## src/rtl/core/yrag_pkg.sv

```systemverilog
package yrag_pkg;

    // Configuration port geometry.
    localparam int CFG_IDX_W    = 3;
    localparam int CFG_DATA_W   = 16;

    // Register field widths.
    localparam int DIM_CFG_W    = 13;
    localparam int ROT_W        = 2;
    localparam int STRIDE_W     = 16;
    localparam int PIX_STRIDE_W = 3;

    // Result field widths.
    localparam int PLANE_W      = 2;
    localparam int SRC_W        = 28;
    localparam int DST_W        = 25;

    typedef enum logic [CFG_IDX_W-1:0] {
        CFG_FRAME_WIDTH         = 3'd0,
        CFG_FRAME_HEIGHT        = 3'd1,
        CFG_ROTATION_MODE       = 3'd2,
        CFG_LUMA_ROW_STRIDE     = 3'd3,
        CFG_U_ROW_STRIDE        = 3'd4,
        CFG_V_ROW_STRIDE        = 3'd5,
        CFG_CHROMA_PIXEL_STRIDE = 3'd6
    } cfg_reg_t;

    typedef enum logic [PLANE_W-1:0] {
        PLANE_Y = 2'd0,
        PLANE_U = 2'd1,
        PLANE_V = 2'd2
    } plane_t;

    typedef enum logic [ROT_W-1:0] {
        ROT_0   = 2'd0,
        ROT_90  = 2'd1,
        ROT_180 = 2'd2,
        ROT_270 = 2'd3
    } rot_mode_t;

    // Register values after reset.
    localparam logic [DIM_CFG_W-1:0]    RST_FRAME_WIDTH   = 13'd640;
    localparam logic [DIM_CFG_W-1:0]    RST_FRAME_HEIGHT  = 13'd480;
    localparam logic [STRIDE_W-1:0]     RST_ROW_STRIDE    = 16'd640;
    localparam logic [PIX_STRIDE_W-1:0] RST_PIXEL_STRIDE  = 3'd1;

endpackage

```

## src/rtl/core/yuv420_rotate_address_generator.sv

```systemverilog
// Channel   Handshake                    Payload
// -------   --------------------------   ------------------------------------------------
// config    cfg_wr_en                    cfg_index, cfg_data
// input     in_valid / in_stall          restart
// output    out_valid / out_stall        plane, source_offset, dest_offset, frame_end, last
//
// A luma item occupies the item register for one result and a chroma item for two, because
// the item register hands its U and V results to the single product stage one per cycle,
// while that stage is ready; each result then passes the product and result registers.
// Reset clears the counters and the pipeline valids and loads the register defaults.
// Stalls back up stage by stage; in_stall rises only when the item register cannot drain.

module yuv420_rotate_address_generator #(
    parameter int MAX_DIM = 4096
) (
    input  logic                           clk,
    input  logic                           rst_n,

    input  logic                           cfg_wr_en,
    input  logic [yrag_pkg::CFG_IDX_W-1:0] cfg_index,
    input  logic [yrag_pkg::CFG_DATA_W-1:0] cfg_data,

    input  logic                           in_valid,
    output logic                           in_stall,
    input  logic                           restart,

    output logic                           out_valid,
    input  logic                           out_stall,
    output logic [yrag_pkg::PLANE_W-1:0]   plane,
    output logic [yrag_pkg::SRC_W-1:0]     source_offset,
    output logic [yrag_pkg::DST_W-1:0]     dest_offset,
    output logic                           frame_end,
    output logic                           last
);

    import yrag_pkg::*;

    // Counters hold positions below MAX_DIM; dimensions need one more bit to hold MAX_DIM.
    localparam int              CNT_W     = $clog2(MAX_DIM);
    localparam int              DIM_W     = CNT_W + 1;
    localparam logic [31:0]     MAX_DIM_L = 32'(MAX_DIM);

    // ------------------------------------------------------------------------------------
    // Configuration registers. Writes beyond the register list are dropped.
    // ------------------------------------------------------------------------------------
    logic [DIM_CFG_W-1:0]    frame_width_reg;
    logic [DIM_CFG_W-1:0]    frame_height_reg;
    logic [ROT_W-1:0]        rotation_mode_reg;
    logic [STRIDE_W-1:0]     luma_row_stride_reg;
    logic [STRIDE_W-1:0]     u_row_stride_reg;
    logic [STRIDE_W-1:0]     v_row_stride_reg;
    logic [PIX_STRIDE_W-1:0] chroma_pixel_stride_reg;

    always_ff @(posedge clk or negedge rst_n)
    begin
        if (!rst_n)
        begin
            frame_width_reg         <= RST_FRAME_WIDTH;
            frame_height_reg        <= RST_FRAME_HEIGHT;
            rotation_mode_reg       <= ROT_0;
            luma_row_stride_reg     <= RST_ROW_STRIDE;
            u_row_stride_reg        <= RST_ROW_STRIDE;
            v_row_stride_reg        <= RST_ROW_STRIDE;
            chroma_pixel_stride_reg <= RST_PIXEL_STRIDE;
        end
        else if (cfg_wr_en)
        begin
            unique case (cfg_reg_t'(cfg_index))
                CFG_FRAME_WIDTH:         frame_width_reg <= cfg_data[DIM_CFG_W-1:0];
                CFG_FRAME_HEIGHT:        frame_height_reg <= cfg_data[DIM_CFG_W-1:0];
                CFG_ROTATION_MODE:       rotation_mode_reg <= cfg_data[ROT_W-1:0];
                CFG_LUMA_ROW_STRIDE:     luma_row_stride_reg <= cfg_data[STRIDE_W-1:0];
                CFG_U_ROW_STRIDE:        u_row_stride_reg <= cfg_data[STRIDE_W-1:0];
                CFG_V_ROW_STRIDE:        v_row_stride_reg <= cfg_data[STRIDE_W-1:0];
                CFG_CHROMA_PIXEL_STRIDE: chroma_pixel_stride_reg <= cfg_data[PIX_STRIDE_W-1:0];
                default:                 ;
            endcase
        end
    end

    // ------------------------------------------------------------------------------------
    // Frame geometry. Width and height are saturated into 2..MAX_DIM so that neither plane
    // is ever empty; the chroma plane is half size, rounded down.
    // ------------------------------------------------------------------------------------
    logic [31:0]      fw_ext;
    logic [31:0]      fh_ext;
    logic [DIM_W-1:0] w_dim;
    logic [DIM_W-1:0] h_dim;
    logic [DIM_W-1:0] hw_dim;
    logic [DIM_W-1:0] hh_dim;

    always_comb
    begin
        fw_ext = 32'(frame_width_reg);
        fh_ext = 32'(frame_height_reg);
        w_dim  = DIM_W'((fw_ext < 32'd2) ? 32'd2 : ((fw_ext > MAX_DIM_L) ? MAX_DIM_L : fw_ext));
        h_dim  = DIM_W'((fh_ext < 32'd2) ? 32'd2 : ((fh_ext > MAX_DIM_L) ? MAX_DIM_L : fh_ext));
        hw_dim = w_dim >> 1;
        hh_dim = h_dim >> 1;
    end

    // ------------------------------------------------------------------------------------
    // Pipeline handshake. Stage 0 is the item register, stage 1 holds the products and
    // stage 2 is the result register that drives the output ports.
    // ------------------------------------------------------------------------------------
    logic s0_valid_reg;
    logic s1_valid_reg;
    logic out_valid_reg;
    logic s0_chroma_reg;
    logic s0_sub_reg;
    logic s2_ready;
    logic s1_ready;
    logic s0_final;
    logic s0_emit;
    logic in_acc;

    always_comb
    begin
        s2_ready = !out_valid_reg || !out_stall;
        s1_ready = !s1_valid_reg || s2_ready;
        // A luma item has one result; a chroma item finishes once its V result leaves.
        s0_final = !s0_chroma_reg || s0_sub_reg;
        s0_emit  = s0_valid_reg && s1_ready;
        in_stall = s0_valid_reg && !(s1_ready && s0_final);
        in_acc   = in_valid && !in_stall;
    end

    // ------------------------------------------------------------------------------------
    // Raster counters. They advance when the item is accepted, so the item register only
    // needs the position that the item was given.
    // ------------------------------------------------------------------------------------
    logic [CNT_W-1:0] col_reg;
    logic [CNT_W-1:0] row_reg;
    logic             phase_reg;
    logic [CNT_W-1:0] col_next;
    logic [CNT_W-1:0] row_next;
    logic             phase_next;

    logic [CNT_W-1:0] cur_x;
    logic [CNT_W-1:0] cur_y;
    logic             cur_phase;
    logic [DIM_W-1:0] cur_pw;
    logic [DIM_W-1:0] cur_ph;
    logic             row_end;
    logic             frame_done;

    always_comb
    begin
        // A restart puts the walk back at the first luma pixel before this item.
        cur_x      = restart ? '0 : col_reg;
        cur_y      = restart ? '0 : row_reg;
        cur_phase  = restart ? 1'b0 : phase_reg;
        cur_pw     = cur_phase ? hw_dim : w_dim;
        cur_ph     = cur_phase ? hh_dim : h_dim;
        row_end    = (DIM_W'(cur_x) + DIM_W'(1)) >= cur_pw;
        frame_done = row_end && ((DIM_W'(cur_y) + DIM_W'(1)) >= cur_ph);

        col_next   = col_reg;
        row_next   = row_reg;
        phase_next = phase_reg;
        if (in_acc)
        begin
            if (!row_end)
            begin
                col_next = cur_x + CNT_W'(1);
                row_next = cur_y;
                phase_next = cur_phase;
            end
            else if (!frame_done)
            begin
                col_next = '0;
                row_next = cur_y + CNT_W'(1);
                phase_next = cur_phase;
            end
            else
            begin
                // The last position of a plane flips between the luma and chroma walks.
                col_next = '0;
                row_next = '0;
                phase_next = !cur_phase;
            end
        end
    end

    always_ff @(posedge clk or negedge rst_n)
    begin
        if (!rst_n)
        begin
            col_reg   <= '0;
            row_reg   <= '0;
            phase_reg <= 1'b0;
        end
        else
        begin
            col_reg   <= col_next;
            row_reg   <= row_next;
            phase_reg <= phase_next;
        end
    end

    // ------------------------------------------------------------------------------------
    // Stage 0: item register. A chroma item stays on after its U slot to hand on its V slot.
    // ------------------------------------------------------------------------------------
    logic [CNT_W-1:0] s0_x_reg;
    logic [CNT_W-1:0] s0_y_reg;
    logic             s0_fdone_reg;
    logic             s0_valid_next;
    logic             s0_sub_next;

    always_comb
    begin
        s0_valid_next = s0_valid_reg;
        s0_sub_next   = s0_sub_reg;
        if (in_acc)
        begin
            s0_valid_next = 1'b1;
            s0_sub_next   = 1'b0;
        end
        else if (s0_emit)
        begin
            if (s0_final)
            begin
                s0_valid_next = 1'b0;
            end
            else
            begin
                s0_sub_next = 1'b1;
            end
        end
    end

    always_ff @(posedge clk or negedge rst_n)
    begin
        if (!rst_n)
        begin
            s0_valid_reg <= 1'b0;
            s0_sub_reg   <= 1'b0;
        end
        else
        begin
            s0_valid_reg <= s0_valid_next;
            s0_sub_reg   <= s0_sub_next;
        end
    end

    always_ff @(posedge clk)
    begin
        if (in_acc)
        begin
            s0_x_reg      <= cur_x;
            s0_y_reg      <= cur_y;
            s0_chroma_reg <= cur_phase;
            s0_fdone_reg  <= frame_done;
        end
    end

    // ------------------------------------------------------------------------------------
    // Stage 0 to 1: the offset products. The destination position is a * b + c where the
    // rotation picks which of x, y and the mirrored coordinates play each role.
    // ------------------------------------------------------------------------------------
    plane_t               slot_plane;
    logic [STRIDE_W-1:0]  slot_stride;
    logic [DIM_W-1:0]     slot_pw;
    logic [DIM_W-1:0]     slot_ph;
    logic [DST_W-1:0]     xe;
    logic [DST_W-1:0]     ye;
    logic [DST_W-1:0]     we;
    logic [DST_W-1:0]     he;
    logic [DST_W-1:0]     rot_a;
    logic [DST_W-1:0]     rot_b;
    logic [DST_W-1:0]     rot_c;
    logic [SRC_W-1:0]     src_prod;
    logic [SRC_W-1:0]     src_add;
    logic [DST_W-1:0]     rot_prod;
    logic [DST_W-1:0]     luma_size;
    logic [DST_W-1:0]     chroma_size;

    always_comb
    begin
        if (!s0_chroma_reg)
        begin
            slot_plane = PLANE_Y;
        end
        else if (s0_sub_reg)
        begin
            slot_plane = PLANE_V;
        end
        else
        begin
            slot_plane = PLANE_U;
        end

        case (slot_plane)
            PLANE_Y: slot_stride = luma_row_stride_reg;
            PLANE_U: slot_stride = u_row_stride_reg;
            default: slot_stride = v_row_stride_reg;
        endcase

        src_prod = SRC_W'(s0_y_reg) * SRC_W'(slot_stride);
        src_add  = s0_chroma_reg ? SRC_W'(s0_x_reg) * SRC_W'(chroma_pixel_stride_reg)
                                 : SRC_W'(s0_x_reg);

        slot_pw = s0_chroma_reg ? hw_dim : w_dim;
        slot_ph = s0_chroma_reg ? hh_dim : h_dim;
        xe = DST_W'(s0_x_reg);
        ye = DST_W'(s0_y_reg);
        we = DST_W'(slot_pw);
        he = DST_W'(slot_ph);

        // Mirrored coordinates wrap modulo the field width if a counter is out of range.
        case (rot_mode_t'(rotation_mode_reg))
            ROT_0:
            begin
                rot_a = ye;
                rot_b = we;
                rot_c = xe;
            end
            ROT_90:
            begin
                rot_a = xe;
                rot_b = he;
                rot_c = he - DST_W'(1) - ye;
            end
            ROT_180:
            begin
                rot_a = he - DST_W'(1) - ye;
                rot_b = we;
                rot_c = we - DST_W'(1) - xe;
            end
            default:
            begin
                rot_a = we - DST_W'(1) - xe;
                rot_b = he;
                rot_c = ye;
            end
        endcase

        rot_prod    = rot_a * rot_b;
        luma_size   = DST_W'(w_dim) * DST_W'(h_dim);
        chroma_size = DST_W'(hw_dim) * DST_W'(hh_dim);
    end

    // ------------------------------------------------------------------------------------
    // Stage 1: product register.
    // ------------------------------------------------------------------------------------
    plane_t           s1_plane_reg;
    logic [SRC_W-1:0] s1_src_prod_reg;
    logic [SRC_W-1:0] s1_src_add_reg;
    logic [DST_W-1:0] s1_rot_prod_reg;
    logic [DST_W-1:0] s1_rot_add_reg;
    logic [DST_W-1:0] s1_base_reg;
    logic [DST_W-1:0] s1_vbase_reg;
    logic             s1_frame_end_reg;
    logic             s1_last_reg;

    always_ff @(posedge clk or negedge rst_n)
    begin
        if (!rst_n)
        begin
            s1_valid_reg <= 1'b0;
        end
        else if (s1_ready)
        begin
            s1_valid_reg <= s0_valid_reg;
        end
    end

    always_ff @(posedge clk)
    begin
        if (s0_emit)
        begin
            s1_plane_reg     <= slot_plane;
            s1_src_prod_reg  <= src_prod;
            s1_src_add_reg   <= src_add;
            s1_rot_prod_reg  <= rot_prod;
            s1_rot_add_reg   <= rot_c;
            // U and V sit after the luma plane; V also after the U plane.
            s1_base_reg      <= (slot_plane != PLANE_Y) ? luma_size : '0;
            s1_vbase_reg     <= (slot_plane == PLANE_V) ? chroma_size : '0;
            s1_frame_end_reg <= s0_chroma_reg && s0_sub_reg && s0_fdone_reg;
            s1_last_reg      <= s0_final;
        end
    end

    // ------------------------------------------------------------------------------------
    // Stage 2: result register. Sums are taken modulo the output field widths.
    // ------------------------------------------------------------------------------------
    plane_t           out_plane_reg;
    logic [SRC_W-1:0] out_src_reg;
    logic [DST_W-1:0] out_dst_reg;
    logic             out_frame_end_reg;
    logic             out_last_reg;

    always_ff @(posedge clk or negedge rst_n)
    begin
        if (!rst_n)
        begin
            out_valid_reg <= 1'b0;
        end
        else if (s2_ready)
        begin
            out_valid_reg <= s1_valid_reg;
        end
    end

    always_ff @(posedge clk)
    begin
        if (s2_ready && s1_valid_reg)
        begin
            out_plane_reg     <= s1_plane_reg;
            out_src_reg       <= s1_src_prod_reg + s1_src_add_reg;
            out_dst_reg       <= s1_rot_prod_reg + s1_rot_add_reg + s1_base_reg + s1_vbase_reg;
            out_frame_end_reg <= s1_frame_end_reg;
            out_last_reg      <= s1_last_reg;
        end
    end

    assign out_valid     = out_valid_reg;
    assign plane         = out_plane_reg;
    assign source_offset = out_src_reg;
    assign dest_offset   = out_dst_reg;
    assign frame_end     = out_frame_end_reg;
    assign last          = out_last_reg;

endmodule

```

## config.mk

```make
export PLATFORM = sky130hd
export DESIGN_NAME = yuv420_rotate_address_generator
export DESIGN_NICKNAME = d
export VERILOG_FILES = /design/src/rtl/core/yrag_pkg.sv /design/src/rtl/core/yuv420_rotate_address_generator.sv
export SDC_FILE = /design/constraint.sdc
export NUM_CORES = 2
export LEC_CHECK = 0
export BUFFER_PORTS_ARGS = -buffer_cell sky130_fd_sc_hd__buf_2
export CORE_ASPECT_RATIO = 0.6
export CORE_UTILIZATION = 67
export CTS_BUF_LIST = sky130_fd_sc_hd__clkbuf_8
export CTS_CLUSTER_DIAMETER = 80
export CTS_CLUSTER_SIZE = 8
export DETAILED_ROUTE_END_ITERATION = 12
export GPL_TIMING_DRIVEN = 0
export PLACE_DENSITY = 0.84
export SLEW_MARGIN = 20
export SYNTH_ARGS = -nofsm -noshare
export SYNTH_HDL_FRONTEND = slang
export SYNTH_SLANG_ARGS = --single-unit
```

## constraint.sdc

```tcl
create_clock -name clk -period 12.3 [get_ports clk]
set_clock_uncertainty 0.2 [all_clocks]
set_input_delay 1.845 -clock clk [delete_from_list [all_inputs] [get_ports clk]]
set_output_delay 1.845 -clock clk [all_outputs]
set_load 0.02 [all_outputs]
```

Yosys cells after proc, flatten, opt, wreduce, memory -nomap -nowiden
Cells that the tools add are included.
Operators by class
  muxes and demuxes: 29
  equality and inequality tests: 11
  add/sub/neg operators: 12
  reductions and logical operators: 34
  $mul: 5
  order comparisons: 6
Operators with widths (number)
  $pmux W25 S3: 2
  $mux W13: 9
  $add A25 B25 Y25: 3
  $mux W12: 6
  $pmux W16 S2: 1
  $sub A14 B13 Y15: 2
  $add A28 B28 Y28: 1
  $mul A12 B16 Y28: 1
  $sub A13 B1 Y14 const B: 2
  $add A12 B1 Y13 const B: 2
  $ge A13 B13 Y1: 2
  $gt A13 B13 Y1 const B: 2
  $lt A13 B2 Y1 const B: 2
  $mul A13 B13 Y25: 1
  $mul A25 B25 Y25: 1
  $add A12 B1 Y12 const B: 2
  $mul A12 B12 Y24: 1
  $reduce_and A2 Y1: 9
  $mul A12 B3 Y15: 1
  $eq A3 B3 Y1 const B: 3
  $mux W1: 9
  $logic_and A1 B1 Y1: 8
  $logic_not A1 Y1: 7
  $eq A3 B2 Y1 const B: 2
  10 further kinds: 18
Word-level totals
  word-level logic and storage cells: 130
  bits in registers: 351
  bits of input ports: 25

Longest topological paths before layout
  depth in word-level cells: 10
  mapped depth: 43
  gate-level depth less buffers: 42

Least setup slack after synthesis
Ideal clock, no wire load.
  kind: reg-to-reg
  start: register frame_width_reg[7]
  end: register s1_rot_prod_reg[24] (data pin)
  data arrival time: 8.786 ns
  setup slack: 3.046 ns
  stages on the path, launching flop included: 39
  data required time: 11.832 ns
  setup time: 0.268 ns
  buffers on the path: 1
  path through: dfstp_2 -> nor4_1 -> and3_1 -> o21a_1 -> a21oi_1 -> ha_1 -> inv_1 -> o31ai_2 -> o21a_1 -> nand2_1 -> o22ai_1 -> a21oi_1 -> ha_1 -> nand2_1 -> or3_1 -> o21ai_1 -> nor2_1 -> xnor2_1 -> (+3 left out) -> fa_1 -> inv_1 -> fa_1 -> inv_1 -> fa_1 -> fa_1 -> inv_1 -> fa_1 -> inv_1 -> ha_1 -> or3_1 -> or3_1 -> o221ai_2 -> o21ai_1 -> a21oi_2 -> o21ai_0 -> a21oi_1 -> xnor3_1
Between the ends
  word-level cells in the longest chain between the ends: 8
Ends and longest elaborated chain
  from (decl): RTL line yuv420_rotate_address_generator.sv:46  | logic [DIM_CFG_W-1:0] frame_width_reg;
  from (signal assigned): RTL line yuv420_rotate_address_generator.sv:69  | CFG_FRAME_WIDTH: frame_width_reg <= cfg_data[DIM_CFG_W-1:0];
  $gt A13 B13 Y1: RTL line yuv420_rotate_address_generator.sv:96  | w_dim = DIM_W'((fw_ext < 32'd2) ? 32'd2 : ((fw_ext > MAX_DIM_L) ? MAX_DIM_L : fw_ext));
  $mux W13: RTL line yuv420_rotate_address_generator.sv:96
  $mux W13 (*): RTL line yuv420_rotate_address_generator.sv:96
  $mux W13 (*): RTL line yuv420_rotate_address_generator.sv:303  | slot_pw = s0_chroma_reg ? hw_dim : w_dim;
  $sub A13 B1 Y14: RTL line yuv420_rotate_address_generator.sv:332  | rot_a = we - DST_W'(1) - xe;
  $sub A14 B13 Y15: RTL line yuv420_rotate_address_generator.sv:332
  $pmux W25 S3: RTL line yuv420_rotate_address_generator.sv:311  | case (rot_mode_t'(rotation_mode_reg))
  $mul A25 B25 Y25 (*): RTL line yuv420_rotate_address_generator.sv:338  | rot_prod = rot_a * rot_b;
  via rot_prod[24]: RTL line yuv420_rotate_address_generator.sv:274  | logic [DST_W-1:0] rot_prod;
  to (signal assigned): RTL line yuv420_rotate_address_generator.sv:375  | s1_rot_prod_reg <= rot_prod;
  to (decl): RTL line yuv420_rotate_address_generator.sv:349  | logic [DST_W-1:0] s1_rot_prod_reg;
The timed path passes the listed nets; every way through them passes the cells marked *.
A chain may end at the register's enable or synchronous reset.

Final worst setup path
  start: register s0_chroma_reg
  end: register s1_rot_prod_reg[24] (data pin)
Between the ends
  word-level cells in the longest chain between the ends: 5
Ends and longest elaborated chain
  from (decl): RTL line yuv420_rotate_address_generator.sv:109  | logic s0_chroma_reg;
  from (signal assigned): RTL line yuv420_rotate_address_generator.sv:252  | s0_chroma_reg <= cur_phase;
  $mux W13, on equally long branches: RTL line yuv420_rotate_address_generator.sv:303, yuv420_rotate_address_generator.sv:304
  $sub A13 B1 Y14, on equally long branches: RTL line yuv420_rotate_address_generator.sv:332, yuv420_rotate_address_generator.sv:326
  $sub A14 B13 Y15, on equally long branches: RTL line yuv420_rotate_address_generator.sv:332, yuv420_rotate_address_generator.sv:326
  $pmux W25 S3: RTL line yuv420_rotate_address_generator.sv:311
  $mul A25 B25 Y25 (*): RTL line yuv420_rotate_address_generator.sv:338
  via rot_prod[24]: RTL line yuv420_rotate_address_generator.sv:274
Marks and branches as above.

==> flow_metrics.py <==
metrics = {
    "sta": {
        "fmax_ghz": 0.0835,
        "period_needed_ns": 11.98,
        "slew_headroom_pct": 24.7,
        "rsz0062_at_grt": "false",
        "period_share_pct": 97.4,
        "tightest_slew_ns": 1.12,
        "hold_viol_final": 0,
        "hold_ws_ns": 0.213,
        "finalSetupViolCount": 0,
        "maxSlewViolCount": 0,
    },
    "outcome": {
        "outcome": "complete, no violations",
    },
    "logic_synthesis": {
        "syn_nets": 4957,
        "synth-edff-count": 219,
        "async_flop_share_pct": 33.0,
        "synthFlopType": "edfxtp_1",
        "syn_avg_cell_area_um2": 9.59,
        "synth_warnings": 0,
        "yosys_register_bits": 327,
        "synth.distinct_cells": 87,
        "syn-cell-area_mm2": 0.0392,
        "synthCells": 4085,
        "yosysSeqAreaShare_pct": 23.7,
    },
    "critical_path": {
        "critPathTopFamily": "adder cells",
        "crit_path_max_incr_delay_ns": 0.68,
        "r2r_start": "s0_chroma_reg",
        "r2r-end": "s1_rot_prod_reg[24]",
        "crit_path_start": "s0_chroma_reg",
        "critical_path.max_fanout": 10,
        "required_ns": 12.48,
        "crit_arrival_ns": 12.16,
        "rr_worst_depth": 36,
        "critPathBufInv": 10,
        "end_kind": "flop",
        "cpMaxStageDelayCell": "clkdlybuf4s18_2",
        "ff2ff_setup_slack_ns": 0.32,
        "crit_type": "reg -> reg",
        "crit_top_cell": "fa_1",
        "crit_path_start_kind": "flop",
        "setup.worst_path.end": "s1_rot_prod_reg[24]",
        "cp.depth": 36,
    },
    "floorplan": {
        "std_cell_rows": 68,
        "start_util_pct": 68.0,
        "io_pins": 84,
        "die_h_um": 189,
        "core_mm2": 0.0576,
        "die_w_um": 314,
        "die-area_mm2": 0.0595,
    },
    "finish": {
        "finish.utilization_pct": 72.2,
        "drive_above_1_share_pct": 7.00,
        "area_growth_pct": 6.24,
        "final_cell_mix": "inv_1, fa_1, nand2_1, nor2_1, ha_1",
        "final_common_cell": "inv_1",
        "layout.nets": 5094,
        "diodes": 0,
    },
    "clock_tree": {
        "cts_resized": 2,
        "htreeDepth": 2,
        "cts_sinks": 327,
        "worstSkewPairLatency_ns": 0.73,
        "clk_pin_slew_ns": 0.07,
        "post_cts_buffers": 0,
        "numCtsBuffers": 47,
        "cts_tree": "built",
        "ctsLongestPathBuffers": 3,
        "cts-root-buf": "clkbuf_8",
        "cts_hold_buffers": 0,
    },
    "routing": {
        "avgRoutedWirePerCell_um": 23.9,
        "wirelength_mm": 120,
        "ant_nets": 0,
        "drtIter0Drc": 3972,
        "via_count": 31000,
        "drtPass1Iterations": 6,
        "route.detailed.drc": 0,
        "vias_per_cell": 6.17,
    },
    "global_routing": {
        "antenna_found_initial": 2,
        "grt_max_degree": 62,
        "grt_util_all_layers_pct": 41.8,
        "grt_overflow": 0,
        "grt_pass1_wl_mm": 185,
        "first_global_vias": 31400,
    },
    "place": {
        "portBuffers": 81,
        "hpwl_mm": 97.5,
        "place_congestion": 1.07,
    },
    "run": {
        "cap_violations": 0,
    },
    "hold_path": {
        "hold_depth": 0,
        "hold_path.class": "reg -> reg",
    },
}
-- synth_stat cells (all sizes together), types with 13 or more instances --
| library cell | number | share of area (%) |
|---|---|---|
| xor2 | 64 | 1.4 |
| nand2 | 496 | 4.8 |
| and3 | 26 | 0.42 |
| ha | 325 | 10 |
| a21o | 48 | 0.92 |
| edfxtp | 219 | 17 |
| nand3 | 51 | 0.65 |
| o211ai | 17 | 0.33 |
| o21ai | 141 | 1.8 |
| a211oi | 20 | 0.40 |
| dfrtp | 95 | 6.1 |
| mux4 | 17 | 0.98 |
| buf | 31 | 0.35 |
| nor2b | 64 | 1.0 |
| nand2b | 42 | 0.67 |
| xnor2 | 126 | 2.8 |
| nor3 | 42 | 0.56 |
| clkbuf | 132 | 1.3 |
| inv | 630 | 6.0 |
| or3 | 20 | 0.32 |
| a21oi | 170 | 2.2 |
| mux2i | 29 | 0.75 |
| o31ai | 13 | 0.31 |
| fa | 522 | 27 |
| dfstp | 13 | 0.87 |
| o21a | 42 | 0.81 |
| mux2 | 74 | 2.1 |
| and2 | 95 | 1.5 |
| nor2 | 374 | 3.6 |
-- final cells by class --
cell class | count | area [um2]
multi-input combinational | 2964 | 26900
fill | 4297 | 16000
sequential | 327 | 9300
inverter | 631 | 2370
tap | 770 | 963
clock buffer | 47 | 647
buffer | 163 | 643
timing repair buffer | 88 | 597
clock inverter | 35 | 186
-- stage by stage --
step                setup TNS (ns)  setup slack [ns]  instance area, um2  cells
floorplan                        0              3.05               39200   4085
global placement           -0.0434           -0.0237               40500   4936
detailed placement         -0.0203           -0.0203               40700   4943
CTS                              0             0.153               41600   5025
global route                     0            0.0291               41600   5025
finish                           0             0.321               41600   5025
-- layer usage --
layer / GRT usage [%] / up-vias / wire, um
met2: 55.4 / 2004 / 46500
met5: 0 / - / 144
li1: - / 13500 / -
met4: 10.6 / 4 / 3180
met3: 19.0 / 225 / 20300
met1: 61.6 / 15300 / 49800
-- worst min-delay path by stage --
stage                          start   endpoint  slack, ns
floorplan           s1_frame_end_reg  frame_end       0.20
global placement     s1_plane_reg[1]   plane[1]       0.21
detailed placement   s1_plane_reg[1]   plane[1]       0.22
CTS                      s1_last_reg       last       0.22
global route         s1_plane_reg[0]   plane[0]       0.23
finish                   s1_last_reg       last       0.21
-- cells by family after synthesis --
family / share of synthesized area, %
buffers and inverters: 7.66
and+or+nand+nor: 14.5
AOI/OAI and AO/OA: 8.92
muxes: 3.86
xor gates and xnor gates: 4.31
adders and majority gates: 37.1
DFF: 23.7
Power is left out: the tool's default activity adds up to more than one toggle a clock period on the data nets, which glitch-free logic cannot reach.
